$ cat src/design/multi_gate_crossing_timer_core_defines.svh
// Assertion macros shared by the multi-gate crossing timer RTL.
// Depends on nothing; included by the modules that carry assertions.
`ifndef MULTI_GATE_CROSSING_TIMER_CORE_DEFINES_SVH
`define MULTI_GATE_CROSSING_TIMER_CORE_DEFINES_SVH

// Check a property on every rising edge outside reset.
`define MGCT_ASSERT(label, prop, msg) \
    label: assert property (@(posedge i_clk) disable iff (!i_rst_n) (prop)) else $error(msg);

// Check that a condition holds in the cycle after a trigger.
`define MGCT_ASSERT_NEXT(label, trig, prop, msg) \
    label: assert property (@(posedge i_clk) disable iff (!i_rst_n) \
        (trig) |=> (prop)) else $error(msg);

`endif

$ cat src/design/mgct_pkg.sv
// Types and constants of the multi-gate crossing timer.
// No dependencies; imported by every module of the block.
package mgct_pkg;

    localparam int GATE_COUNT    = 11;
    localparam int GIDX_W        = 4;
    localparam int TIME_W        = 17;
    localparam int RUN_W         = 8;
    localparam int TMO_W         = 16;
    localparam int CFG_AW        = 3;
    localparam logic [TMO_W-1:0] TIMEOUT_RESET = 16'd5000;
    localparam logic [0:0]       REG_TIMEOUT   = 1'b0;

    typedef enum logic [1:0] {
        PH_IDLE    = 2'd0,
        PH_ARMED   = 2'd1,
        PH_RUNNING = 2'd2
    } t_phase;

    typedef struct packed {
        logic                  start_req;
        logic [GATE_COUNT-1:0] gate_levels;
    } t_in_item;

    typedef struct packed {
        logic [GIDX_W-1:0] gate_index;
        logic              captured;
        logic [TIME_W-1:0] crossing_time;
        logic [RUN_W-1:0]  run_number;
        logic              last;
    } t_report;

    // Control broadcast to every gate lane.
    typedef struct packed {
        logic              sample;
        logic              clear;
        logic [TIME_W-1:0] elapsed;
    } t_lane_ctrl;

    // Run result handed to the report stage.
    typedef struct packed {
        logic                              load;
        logic [GATE_COUNT-1:0]             cap;
        logic [GATE_COUNT-1:0][TIME_W-1:0] times;
        logic [RUN_W-1:0]                  run;
    } t_snap;

endpackage

$ cat src/design/mgct_lane.sv
// One gate lane: capture flag and crossing time of a single gate.
// Depends on mgct_pkg.
module mgct_lane
    import mgct_pkg::*;
(
    input  logic              i_clk,
    input  logic              i_rst_n,
    input  t_lane_ctrl        i_ctrl,
    input  logic              i_level,
    output logic              o_cap_next,
    output logic [TIME_W-1:0] o_time_next
);

    logic              r_cap;
    logic [TIME_W-1:0] r_time;
    logic              hit;

    // Only the first break of the run is captured.
    assign hit         = i_ctrl.sample && i_level && !r_cap;
    assign o_cap_next  = r_cap || hit;
    assign o_time_next = hit ? i_ctrl.elapsed : r_time;

    always_ff @(posedge i_clk) begin
        if (!i_rst_n || i_ctrl.clear) begin
            r_cap  <= 1'b0;
            r_time <= '0;
        end else begin
            r_cap  <= o_cap_next;
            r_time <= o_time_next;
        end
    end

endmodule

$ cat src/design/mgct_report.sv
// Report stage: takes the lanes' results at run end and shifts out one
// report per gate. Depends on mgct_pkg and the assertion macro header.
`include "multi_gate_crossing_timer_core_defines.svh"

module mgct_report
    import mgct_pkg::*;
(
    input  logic    i_clk,
    input  logic    i_rst_n,
    input  t_snap   i_snap,
    output logic    o_valid,
    input  logic    i_ready,
    output t_report o_rpt
);

    logic                              r_busy, n_busy;
    logic [GIDX_W-1:0]                 r_idx, n_idx;
    logic [GATE_COUNT-1:0]             r_cap, n_cap;
    logic [GATE_COUNT-1:0][TIME_W-1:0] r_time, n_time;
    logic [RUN_W-1:0]                  r_run, n_run;
    logic                              xfer;
    logic                              is_last;

    assign xfer    = r_busy && i_ready;
    assign is_last = (r_idx == GIDX_W'(GATE_COUNT - 1));

    always_comb begin
        n_busy = r_busy;
        n_idx  = r_idx;
        n_cap  = r_cap;
        n_time = r_time;
        n_run  = r_run;
        if (i_snap.load) begin
            n_busy = 1'b1;
            n_idx  = '0;
            n_cap  = i_snap.cap;
            n_run  = i_snap.run;
            for (int g = 0; g < GATE_COUNT; g++) begin
                n_time[g] = i_snap.cap[g] ? i_snap.times[g] : '0;
            end
        end else if (xfer) begin
            // advance the shift line toward the output tap
            n_idx  = r_idx + GIDX_W'(1);
            n_busy = !is_last;
            n_cap  = {1'b0, r_cap[GATE_COUNT-1:1]};
            for (int g = 0; g < GATE_COUNT - 1; g++) begin
                n_time[g] = r_time[g+1];
            end
            n_time[GATE_COUNT-1] = '0;
        end
    end

    always_ff @(posedge i_clk) begin
        if (!i_rst_n) begin
            r_busy <= 1'b0;
            r_idx  <= '0;
        end else begin
            r_busy <= n_busy;
            r_idx  <= n_idx;
        end
        r_cap  <= n_cap;
        r_time <= n_time;
        r_run  <= n_run;
    end

    assign o_valid             = r_busy;
    assign o_rpt.gate_index    = r_idx;
    assign o_rpt.captured      = r_cap[0];
    assign o_rpt.crossing_time = r_time[0];
    assign o_rpt.run_number    = r_run;
    assign o_rpt.last          = is_last;

    `MGCT_ASSERT(a_no_load_busy, !(r_busy && i_snap.load), "run result arrived while reports drain")
    `MGCT_ASSERT(a_idx_range, !r_busy || (r_idx < GIDX_W'(GATE_COUNT)), "report index out of range")
    `MGCT_ASSERT_NEXT(a_load_starts, i_snap.load, r_busy && (r_idx == '0), "load did not start reports")
    `MGCT_ASSERT_NEXT(a_last_ends, xfer && is_last, !r_busy, "reports continue past last gate")

endmodule

$ cat src/design/multi_gate_crossing_timer_core.sv
// Multi-gate crossing timer. Each input transfer is one tick carrying all
// gate levels and a start request; one tick is taken per clock cycle, all
// gates sampled at once by per-gate lanes. When a run ends (all gates
// captured, or elapsed ticks past r_timeout) the lanes' results are
// copied into the report stage and the lanes clear on that same cycle. The
// report stage then delivers one report per gate, at one report per
// cycle when the sink is ready. While those reports drain, ticks are
// still taken in idle; in armed or running phase the input stalls until
// the last report of the previous run has been transferred.
// Depends on mgct_pkg, mgct_lane and mgct_report.
module multi_gate_crossing_timer_core
    import mgct_pkg::*;
(
    input  logic              i_clk,
    input  logic              i_rst_n,
    input  logic              i_in_valid,
    output logic              o_in_ready,
    input  t_in_item          i_item,
    output logic              o_out_valid,
    input  logic              i_out_ready,
    output t_report           o_rpt,
    input  logic              psel,
    input  logic              penable,
    input  logic              pwrite,
    input  logic [CFG_AW-1:0] paddr,
    input  logic [31:0]       pwdata,
    output logic [31:0]       prdata,
    output logic              pready
);

    t_phase                            r_phase, n_phase;
    logic [TIME_W-1:0]                 r_elapsed, n_elapsed;
    logic [RUN_W-1:0]                  r_run, n_run;
    logic [TMO_W-1:0]                  r_timeout;
    logic                              in_xfer;
    logic                              busy_phase;
    logic                              any_level;
    logic                              all_cap;
    logic                              run_end;
    logic [TIME_W-1:0]                 elapsed_next;
    t_lane_ctrl                        lane_ctrl;
    t_snap                             snap;
    logic [GATE_COUNT-1:0]             cap_next;
    logic [GATE_COUNT-1:0][TIME_W-1:0] time_next;

    // Configuration port
    assign pready = 1'b1;
    assign prdata = (paddr[2] == REG_TIMEOUT) ? {16'd0, r_timeout} : 32'd0;

    always_ff @(posedge i_clk) begin
        if (!i_rst_n) begin
            r_timeout <= TIMEOUT_RESET;
        end else if (psel && penable && pwrite && pready && paddr[2] == REG_TIMEOUT) begin
            r_timeout <= pwdata[TMO_W-1:0];
        end
    end

    // Input side
    assign busy_phase = (r_phase == PH_ARMED) || (r_phase == PH_RUNNING);
    assign o_in_ready = !(o_out_valid && busy_phase);
    assign in_xfer    = i_in_valid && o_in_ready;
    assign any_level  = |i_item.gate_levels;
    assign all_cap    = &cap_next;

    // Lane control and run end
    always_comb begin
        elapsed_next     = '0;
        lane_ctrl.sample = 1'b0;
        run_end          = 1'b0;
        unique case (r_phase)
            PH_ARMED: begin
                lane_ctrl.sample = in_xfer && any_level;
                run_end          = lane_ctrl.sample && all_cap;
            end
            PH_RUNNING: begin
                elapsed_next     = r_elapsed + TIME_W'(1);
                lane_ctrl.sample = in_xfer;
                run_end          = in_xfer &&
                                   (all_cap || elapsed_next > {1'b0, r_timeout});
            end
            default: begin
            end
        endcase
        lane_ctrl.elapsed = elapsed_next;
        lane_ctrl.clear   = run_end;
    end

    // Next phase
    always_comb begin
        n_phase = r_phase;
        unique case (r_phase)
            PH_ARMED: begin
                if (lane_ctrl.sample) begin
                    n_phase = run_end ? PH_IDLE : PH_RUNNING;
                end
            end
            PH_RUNNING: begin
                if (run_end) begin
                    n_phase = PH_IDLE;
                end
            end
            default: begin
                if (in_xfer) begin
                    n_phase = i_item.start_req ? PH_ARMED : PH_IDLE;
                end
            end
        endcase
    end

    always_comb begin
        n_elapsed = r_elapsed;
        n_run     = r_run;
        if (lane_ctrl.sample) begin
            n_elapsed = run_end ? '0 : elapsed_next;
        end
        if (run_end) begin
            n_run = r_run + RUN_W'(1);
        end
    end

    always_ff @(posedge i_clk) begin
        if (!i_rst_n) begin
            r_phase   <= PH_IDLE;
            r_elapsed <= '0;
            r_run     <= '0;
        end else begin
            r_phase   <= n_phase;
            r_elapsed <= n_elapsed;
            r_run     <= n_run;
        end
    end

    for (genvar g = 0; g < GATE_COUNT; g++) begin : g_lane
        mgct_lane u_lane (
            .i_clk       (i_clk),
            .i_rst_n     (i_rst_n),
            .i_ctrl      (lane_ctrl),
            .i_level     (i_item.gate_levels[g]),
            .o_cap_next  (cap_next[g]),
            .o_time_next (time_next[g])
        );
    end

    assign snap.load  = run_end;
    assign snap.cap   = cap_next;
    assign snap.times = time_next;
    assign snap.run   = r_run;

    mgct_report u_report (
        .i_clk   (i_clk),
        .i_rst_n (i_rst_n),
        .i_snap  (snap),
        .o_valid (o_out_valid),
        .i_ready (i_out_ready),
        .o_rpt   (o_rpt)
    );

endmodule
$ cat config.mk
export PLATFORM = sky130hd
export DESIGN_NAME = multi_gate_crossing_timer_core
export DESIGN_NICKNAME = d
export VERILOG_FILES = /design/src/design/mgct_pkg.sv /design/src/design/mgct_lane.sv /design/src/design/mgct_report.sv /design/src/design/multi_gate_crossing_timer_core.sv
export VERILOG_INCLUDE_DIRS = /design/src /design/src/design
export SDC_FILE = /design/constraint.sdc
export NUM_CORES = 1
export LEC_CHECK = 0
export ABC_AREA = 1
export BUFFER_PORTS_ARGS = -buffer_cell sky130_fd_sc_hd__buf_4
export CAP_MARGIN = 0
export CORE_MARGIN = 4
export CORE_UTILIZATION = 50
export DETAILED_ROUTE_END_ITERATION = 10
export MAX_ROUTING_LAYER = met4
export PLACE_DENSITY_LB_ADDON = 0.08
export SLEW_MARGIN = 20
export SYNTH_ARGS = -nofsm -noshare
export SYNTH_HDL_FRONTEND = slang
export SYNTH_HIERARCHICAL = 1
export SYNTH_SLANG_ARGS = --single-unit
$ cat constraint.sdc
create_clock -name i_clk -period 8.1 [get_ports i_clk]
set_input_delay 0.81 -clock i_clk [delete_from_list [all_inputs] [get_ports i_clk]]
set_output_delay 0.81 -clock i_clk [all_outputs]
set_load 0.005 [all_outputs]
==> run metrics, run 1 <==
Die Ht 218 µm; vias roughly 17000; Ys Warns 6; WP data arrival 6900 ps; hold buffers post-CTS 0; clock sink count 452; max cap viols 0; period utilization approximately four fifths; GRT overflow 0; critical path class flop to flop; sequential-to-total area share from yosys stat a little over 50%; vias in the first global route 16550; switch share 30.1%; Max Transition Viols Final 0; Metal-1 WL approximately 24000 µm; Setup Viol. Count Final 0; CP Depth 18; Fillers 4061; clock share of power 35.4%; FMAX 154 MHz; # rows 76; sw power roughly 0.0017 W; Finished Core Util 55.8%; design area approximately 0.024 mm²; Pleak 12.0 nW; largest net degree at the start of global routing 172; cell family contributing the most delay on the critical path simple AND/OR/NAND/NOR gates; ranking of synthesized cells by area edfxtp_1 28%, dfxtp_1 22%, nand2_1 17%; Hold Fails Final Rpt 0; Avg Cell Area, Syn between 7 and 8 µm²; Slew @ Worst Pin 1110 ps; Synth area leader edfxtp_1; worst path cell trace inv_1 -> ha_1 -> clkinv_1 -> o22ai_1 -> inv_2 -> nor2_4 -> nand2_1 -> nand2_1 -> nand4_1 -> nor3_1 -> nand2_1 -> nand2_4 -> nand2_4 -> inv_6 -> buf_12 -> inv_1 -> nand2_1 -> nor2_1; multi-input logic area 0.00750 mm²; RSZ-0062 raised after global routing no; clk_skew 10.7 ps; CP required ~8500 ps; Post-CTS Setup Bufs 0; global placement routability congestion about 0.84; final setup TNS 0 ps; FF+latch area 0.0111 mm²; #FFs+latches synth 452; routed wire length 55200 µm; CTS clk-pin slew, worst paths 60 ps; VDD IR max 0.000158 V; top cell type's share of synthesized area 28.2%; CP max stage cell nor2_4; CP bufs+invs 6; power per cell area 239 mW/mm²; Die W ~220 µm; DR top layer met4; n_diodes 0; Comb pwr share 19.3%; Pre-antenna DRT Iters 5; wire per inst 15.4 µm; Core ar. 0.0433 mm²; GRT Resource Usage Total a little under a quarter; cts repair resizes 0; R2R cell count 18; H-Tree Depth 2; Hold WC Path Type input pin to flop; vias per std cell 4.81; clock buffer count from CTS 49; DIE AREA 0.0474 mm²; most used cell, CP nand2_1; Starting DRT DRC Count 1243; peak fanout along the critical path 171; DRC viols 0; IO Pins 120; overall power 0.00577 W; final net count roughly 3000; Rel. slew slack 25.8%; clock root buffer clkbuf_16; CTS tree yes; first-pass GRT wire length 87500 µm; hold path depth 3; Startpoint Class flop; DP Wirelength 34000 µm; met3 wire length 2790 µm; crit path capture type flop; Largest stage delay, worst path ~730 ps; Clock Path Buffers 3; number of port buffers 84; Cell Area, Synth 0.0220 mm²; Int Pwr 0.00403 W; worst hold slack 460 ps; Syn Inst Count 2948; fraction of layout cells with a size suffix above 1 roughly 8.8%; Initial Util 50.8%; Placed Instance Area 0.0227 mm²; Sequential Power Share a little under half; outcome finished clean; Area growth syn-to-layout 9.81%; antenna viol nets, final 0; library cells used by synthesis 43; metal2 WL 27000 µm; clk_lat worst skew between 500 and 600 ps; minimum clock period 6480 ps; initial antenna violation count 0
[metrics by stage]
stage               setup slack [ps]  std cells
detailed placement              1780       3506
finish                          1620       3593
global placement                1900       3506
CTS                             1730       3593
floorplan                       1310       2963
global route                    1180       3593
[power by group through the flow]
stage	combinational, W	sequential [W]	clock (W)
4_1_cts	0.00112	0.00262	0.00209
3_3_place_gp	0.00106	0.00266	0
2_1_floorplan	0.000855	0.00265	0
5_1_grt	0.00128	0.00263	0.00219
3_5_place_dp	0.00111	0.00266	0
6_report	0.00111	0.00262	0.00204
[synthesized netlist by cell type, drive strengths merged]
library cell and count:
o211a 1, conb 2, nand3 193, nand2 1054
ha 22, a21o 2, inv 665, xnor2 5
or3 1, clkbuf 21, o211ai 5, nor3 5
buf 124, o21a 1, a21oi 55, edfxtp 206
nor4 1, o31ai 1, and3 2, nor3b 1
o22ai 1, nor2 276, dfxtp 246, o21ai 34
xor2 12, nand4 8, nand3b 2, clkinv 2
[state kept, by name, indices dropped and copies added (netlist names), 8 cells and up]
signal / flops
u_report/r_run: 8
u_report/r_cap: 11
r_run: 8
g_lane.u_lane/r_time: 187
r_elapsed: 17
u_report/o_rpt: 17
r_timeout: 16
g_lane.u_lane/r_cap: 11
u_report/r_time: 170
[per-layer routing]
layer  vias to the layer above  GRT usage [%]
li1                       8719              -
met1                      8058           29.0
met2                       411           41.3
met3                       105           3.47
met4                         0           7.91
met5                         -              -
[worst register-to-register path, cell delays in order, from the launching register on]
cell and delay [ps]:
dfxtp_1 330, inv_1 70, ha_1 220, clkinv_1 710, o22ai_1 510, inv_2 90, nor2_4 730, nand2_1 290
nand2_1 690, nand4_1 340, nor3_1 330, nand2_1 160, nand2_4 120, nand2_4 140, inv_6 120, buf_12 510
inv_1 270, nand2_1 570, nor2_1 130
[worst paths after layout]
check | from | to | slack (ps)
max | r_phase[0] | g_lane[7].u_lane/r_time[8] | 1620
min | pwdata[7] | r_timeout[7] | 460
max reg2reg | r_phase[0] | g_lane[7].u_lane/r_time[8] | 1620
min reg2reg | r_timeout[0] | r_timeout[0] | 490
[cells by family after synthesis]
| family | synth area share [%] |
|---|---|
| and+or+nand+nor | 29.1 |
| buffers and inverters | 15.9 |
| DFF | 50.6 |
| AOI/OAI and AO/OA | 2.46 |
| adders and majority gates | 1.25 |
| xor gates and xnor gates | 0.712 |
| other | 0.0342 |
[layout make-up]
| cell class | count | share of cell area (%) |
|---|---|---|
| clock buffer | 72 | 5.69 |
| clock inverter | 15 | 0.280 |
| inverter | 667 | 10.4 |
| multi-input combinational | 1699 | 31.1 |
| sequential | 452 | 46.0 |
| tap | 585 | 3.03 |
| timing repair buffer | 103 | 3.46 |
[placed cells by master (no fill, tap or decap), types with 2 or more instances in the layout]
cell type	count
inv_1	659
clkinv_2	6
a21oi_1	53
buf_4	98
a21oi_2	2
nor2_2	14
a21o_1	2
inv_6	2
xor2_1	11
nand2_1	1012
nor2_1	244
edfxtp_1	206
nand4_1	7
nor3_1	4
o21ai_0	32
conb_1	17
o211ai_1	5
nand3b_1	2
nand2_4	3
clkinv_1	9
nand3_2	12
nand2_2	38
ha_1	22
clkbuf_8	6
buf_12	5
nor2_4	18
inv_2	5
and3_1	2
nand3_1	181
clkbuf_1	17
clkbuf_16	49
dfxtp_1	246
xnor2_1	5
Power figures use the tool's default switching activity.
==> run 2, diff against run 1 <==
--- a/config.mk
+++ b/config.mk
@@ -6,7 +6,7 @@
 export SDC_FILE = /design/constraint.sdc
 export NUM_CORES = 1
 export LEC_CHECK = 0
-export ABC_AREA = 1
+export ABC_AREA = 0
 export BUFFER_PORTS_ARGS = -buffer_cell sky130_fd_sc_hd__buf_4
 export CAP_MARGIN = 0
 export CORE_MARGIN = 4
==> constraint.sdc (replaced) <==
create_clock -name i_clk -period 5.3 [get_ports i_clk]
set_input_delay 0.53 -clock i_clk [delete_from_list [all_inputs] [get_ports i_clk]]
set_output_delay 0.53 -clock i_clk [all_outputs]
set_load 0.005 [all_outputs]
==> run 2 against run 1 <==
Effect of this change:
- critical path depth down 3
- sequential share of layout area down 3.9 points
- non-clock buffer count up 30
- sequential power up 38%
- utilization down 0.61 points
- via count down 11%
- clock power up 74%
- critical path type unchanged
==> run metrics, run 2 <==
outcome finished clean; fin cells 2653 (-26%); Starting DRT DRC Count 1181 (-5.0%); Largest stage delay, worst path 670 ps (-60 ps); Cell Area, Synth 0.0241 mm² (+9.9%); PnR worst setup slack 408 ps (-1210 ps); antenna viol nets, final 0 (unchanged); EDFF count, synth 206 (unchanged); RSZ-0062 raised after global routing no; # rows 80 (+5.3%); cell with the most instances after synthesis nand3b_1; final net count 2073 (-32%); GRT overflow 0 (unchanged); fraction of layout cells with a size suffix above 1 22.7% (+14 points); #FFs+latches synth 452 (unchanged); cell family contributing the most delay on the critical path compound AO/OA/AOI/OAI gates; global placement routability congestion 0.779 (-6.9%); Rel. slew slack 24.2% (-1.6 points); CP bufs+invs 4 (-2); IO Pins 120 (unchanged); Ys Warns 6 (unchanged); period utilization 92.3% (+12 points); Core ar. 0.0477 mm² (+10%); Setup WS pre-CTS 434 ps (-1350 ps); H-Tree Depth 2 (unchanged); n_diodes 0 (unchanged); worst reg-to-reg setup slack 410 ps (-1210 ps); clock share of power 48.4% (+13 points); Sequential Power Share 49.5% (+4.2 points); sequential-to-total area share from yosys stat 46.0% (-4.5 points); hold path depth 3 (unchanged); VDD IR max 0.000196 V (+24%); ys flop type dfxtp_1; Area growth syn-to-layout 9.08%; max cap viols 0 (unchanged); commonest non-fill, non-tap cells in the layout 375 x nand3b_1, 245 x dfxtp_1, 206 x edfxtp_1; initial antenna violation count 2 (+2); clock sink count 452 (unchanged); vias per std cell 5.83 (+21%); CP Depth 15 (-3); Post-CTS Setup Bufs 0 (unchanged); Setup Viol. Count Final 0 (unchanged); FMAX 204 MHz (+33%); clock root buffer clkbuf_16; routed wire length 59000 µm (+6.9%); clock buffer count from CTS 51 (+4.1%); Hold WC Path Type input pin to flop; Comb pwr share 2.1% (-17 points); Die Ht 228 µm (+4.6%); CTS tree yes; power per cell area 277 mW/mm² (+16%); crit path capture type flop; number of flip-flops in the largest register 187 (unchanged); most frequent cells after synthesis 375 x nand3b_1, 246 x dfxtp_1, 206 x edfxtp_1; GRT Resource Usage Total 22.5% (-1.4 points); WP data arrival 5340 ps (-1560 ps); number of port buffers 84 (unchanged); peak fanout along the critical path 70 (-59%); vias in the first global route 15431 (-6.8%); ranking of synthesized cells by area edfxtp_1 26%, dfxtp_1 20%, nand3b_1 12%; clk_lat worst skew 590 ps (+20 ps); clk_skew 19.6 ps (+8.96 ps); sw power 0.00153 W (-12%); critical path class flop to flop; Startpoint Class flop; DRC viols 0 (unchanged); Clock Path Buffers 3 (unchanged); cts repair resizes 0 (unchanged); CTS clk-pin slew, worst paths 60 ps (about the same); vias 15461 (-11%); worst path cell trace ha_1 -> nand4_4 -> nor2_1 -> xnor2_1 -> inv_1 -> ha_1 -> a211oi_1 -> nor2_1 -> a2111oi_2 -> o311ai_1 -> a31oi_2 -> clkinvlp_4 -> inv_6 -> buf_4 -> a22o_1; DIE AREA 0.0519 mm² (+9.5%); wire per inst 22.2 µm (+45%); Slew @ Worst Pin 1140 ps (+25.1 ps); Synth area leader edfxtp_1; Initial Util 50.6% (-0.22 points); Int Pwr 0.00577 W (+43%); Largest regs g_lane.u_lane/r_time (187), u_report/r_time (170); Most flops, register g_lane.u_lane/r_time; Pre-antenna DRT Iters 5 (unchanged); Syn Inst Count 2002 (-32%); Avg Cell Area, Syn 12.1 µm² (+62%); hold buffers post-CTS 0 (unchanged); Finished Core Util 55.2% (-0.61 points); DP Wirelength 35200 µm (+3.7%); library cells used by synthesis 68 (+58%); largest net degree at the start of global routing 181 (+5.2%); first-pass GRT wire length 91700 µm (+4.7%); Max Transition Viols Final 0 (unchanged); Placed Instances 2558 (-27%); switch share 21.0% (-9.2 points); Pleak 9.35 nW (-22%); top cell type's share of synthesized area 25.6% (-2.5 points); Die W 228 µm (+4.6%); most common cell after layout, fill and taps aside nand3b_1; CP max stage cell buf_4; Async SR Flop Fraction 0% (unchanged); CP required 5750 ps (-2770 ps); Hold Fails Final Rpt 0 (unchanged); minimum clock period 4890 ps (-1590 ps); R2R cell count 15 (-3)
run 2: cell count changes after synthesis, moves of 49 or more:
cell,delta
nand2_1,-954
inv_1,-611
nand3b_1,+373
nor2_1,-223
mux2i_1,+190
a22o_1,+160
nand3_1,-156
mux2_4,+110
mux2_2,+77
buf_6,+51
a21oi_1,-49
clkbuf_1,+49
run 2: path summary, 6_finish.rpt:
kind                                            end          start
worst min register to register        r_timeout[14]  r_timeout[14]
worst max register to register  u_report/r_time[58]   r_elapsed[0]
worst max-delay path            u_report/r_time[58]   r_elapsed[0]
worst min-delay path                   r_timeout[3]      pwdata[3]
run 2: power by group through the flow:
stage / clock network (W) / logic (W) / registers [W]
6_report: 0.00354 / 0.000150 / 0.00362
2_1_floorplan: 0 / 0.000101 / 0.00369
3_3_place_gp: 0 / 0.000144 / 0.00369
3_5_place_dp: 0 / 0.000147 / 0.00369
4_1_cts: 0.00362 / 0.000148 / 0.00362
5_1_grt: 0.00379 / 0.000162 / 0.00362
run 2: metal layers:
metal | GRT usage (%) | share of wire [%] | vias up
met2 | 36.5 | 48 | 242
met3 | 3.31 | 3.4 | 73
met1 | 30.4 | 47 | 7770
met4 | 4.71 | 1.9 | 0
li1 | - | - | 7376
met5 | - | 0 | -
run 2: layout make-up:
class                   count  area [µm²]
repair buffers            133        1090
fillers                  4043       21400
clock inverters            16         148
clock buffers              78        1520
flip-flops and latches    452       11100
well taps                 615         769
multi-input cells        1309       11500
inverters                  50         200
run 2: cells by family (layout without fill, tap and decap cells):
family | Yosys count | count (layout) | share of synthesized area [%]
adders and majority gates | 22 | 22 | 1.14
buffers and inverters | 256 | 277 | 7.22
and+or+nand+nor | 615 | 615 | 18.0
muxes | 377 | 377 | 18.3
xor gates and xnor gates | 18 | 18 | 0.653
AOI/OAI and AO/OA | 260 | 260 | 8.67
other | 2 | 17 | 0.0311
DFF | 452 | 452 | 46.0
run 2: metrics by stage:
step	hold slack, ps	total power [W]	TNS (ps)	cell area (µm²)
finish	166	0.00731	0	26300
global placement	436	0.00384	0	24600
floorplan	421	0.00380	-5920	24300
detailed placement	440	0.00384	0	24600
global route	146	0.00757	0	26300
CTS	130	0.00739	0	26300
run 2: worst reg2reg max path: stages (launching register included):
cell        delay, ps
dfxtp_1           520
ha_1              320
nand4_4           170
nor2_1            150
xnor2_1           280
inv_1             110
ha_1              320
a211oi_1          210
nor2_1             90
a2111oi_2         410
o311ai_1          240
a31oi_2           320
clkinvlp_4        310
inv_6             280
buf_4             670
a22o_1            350
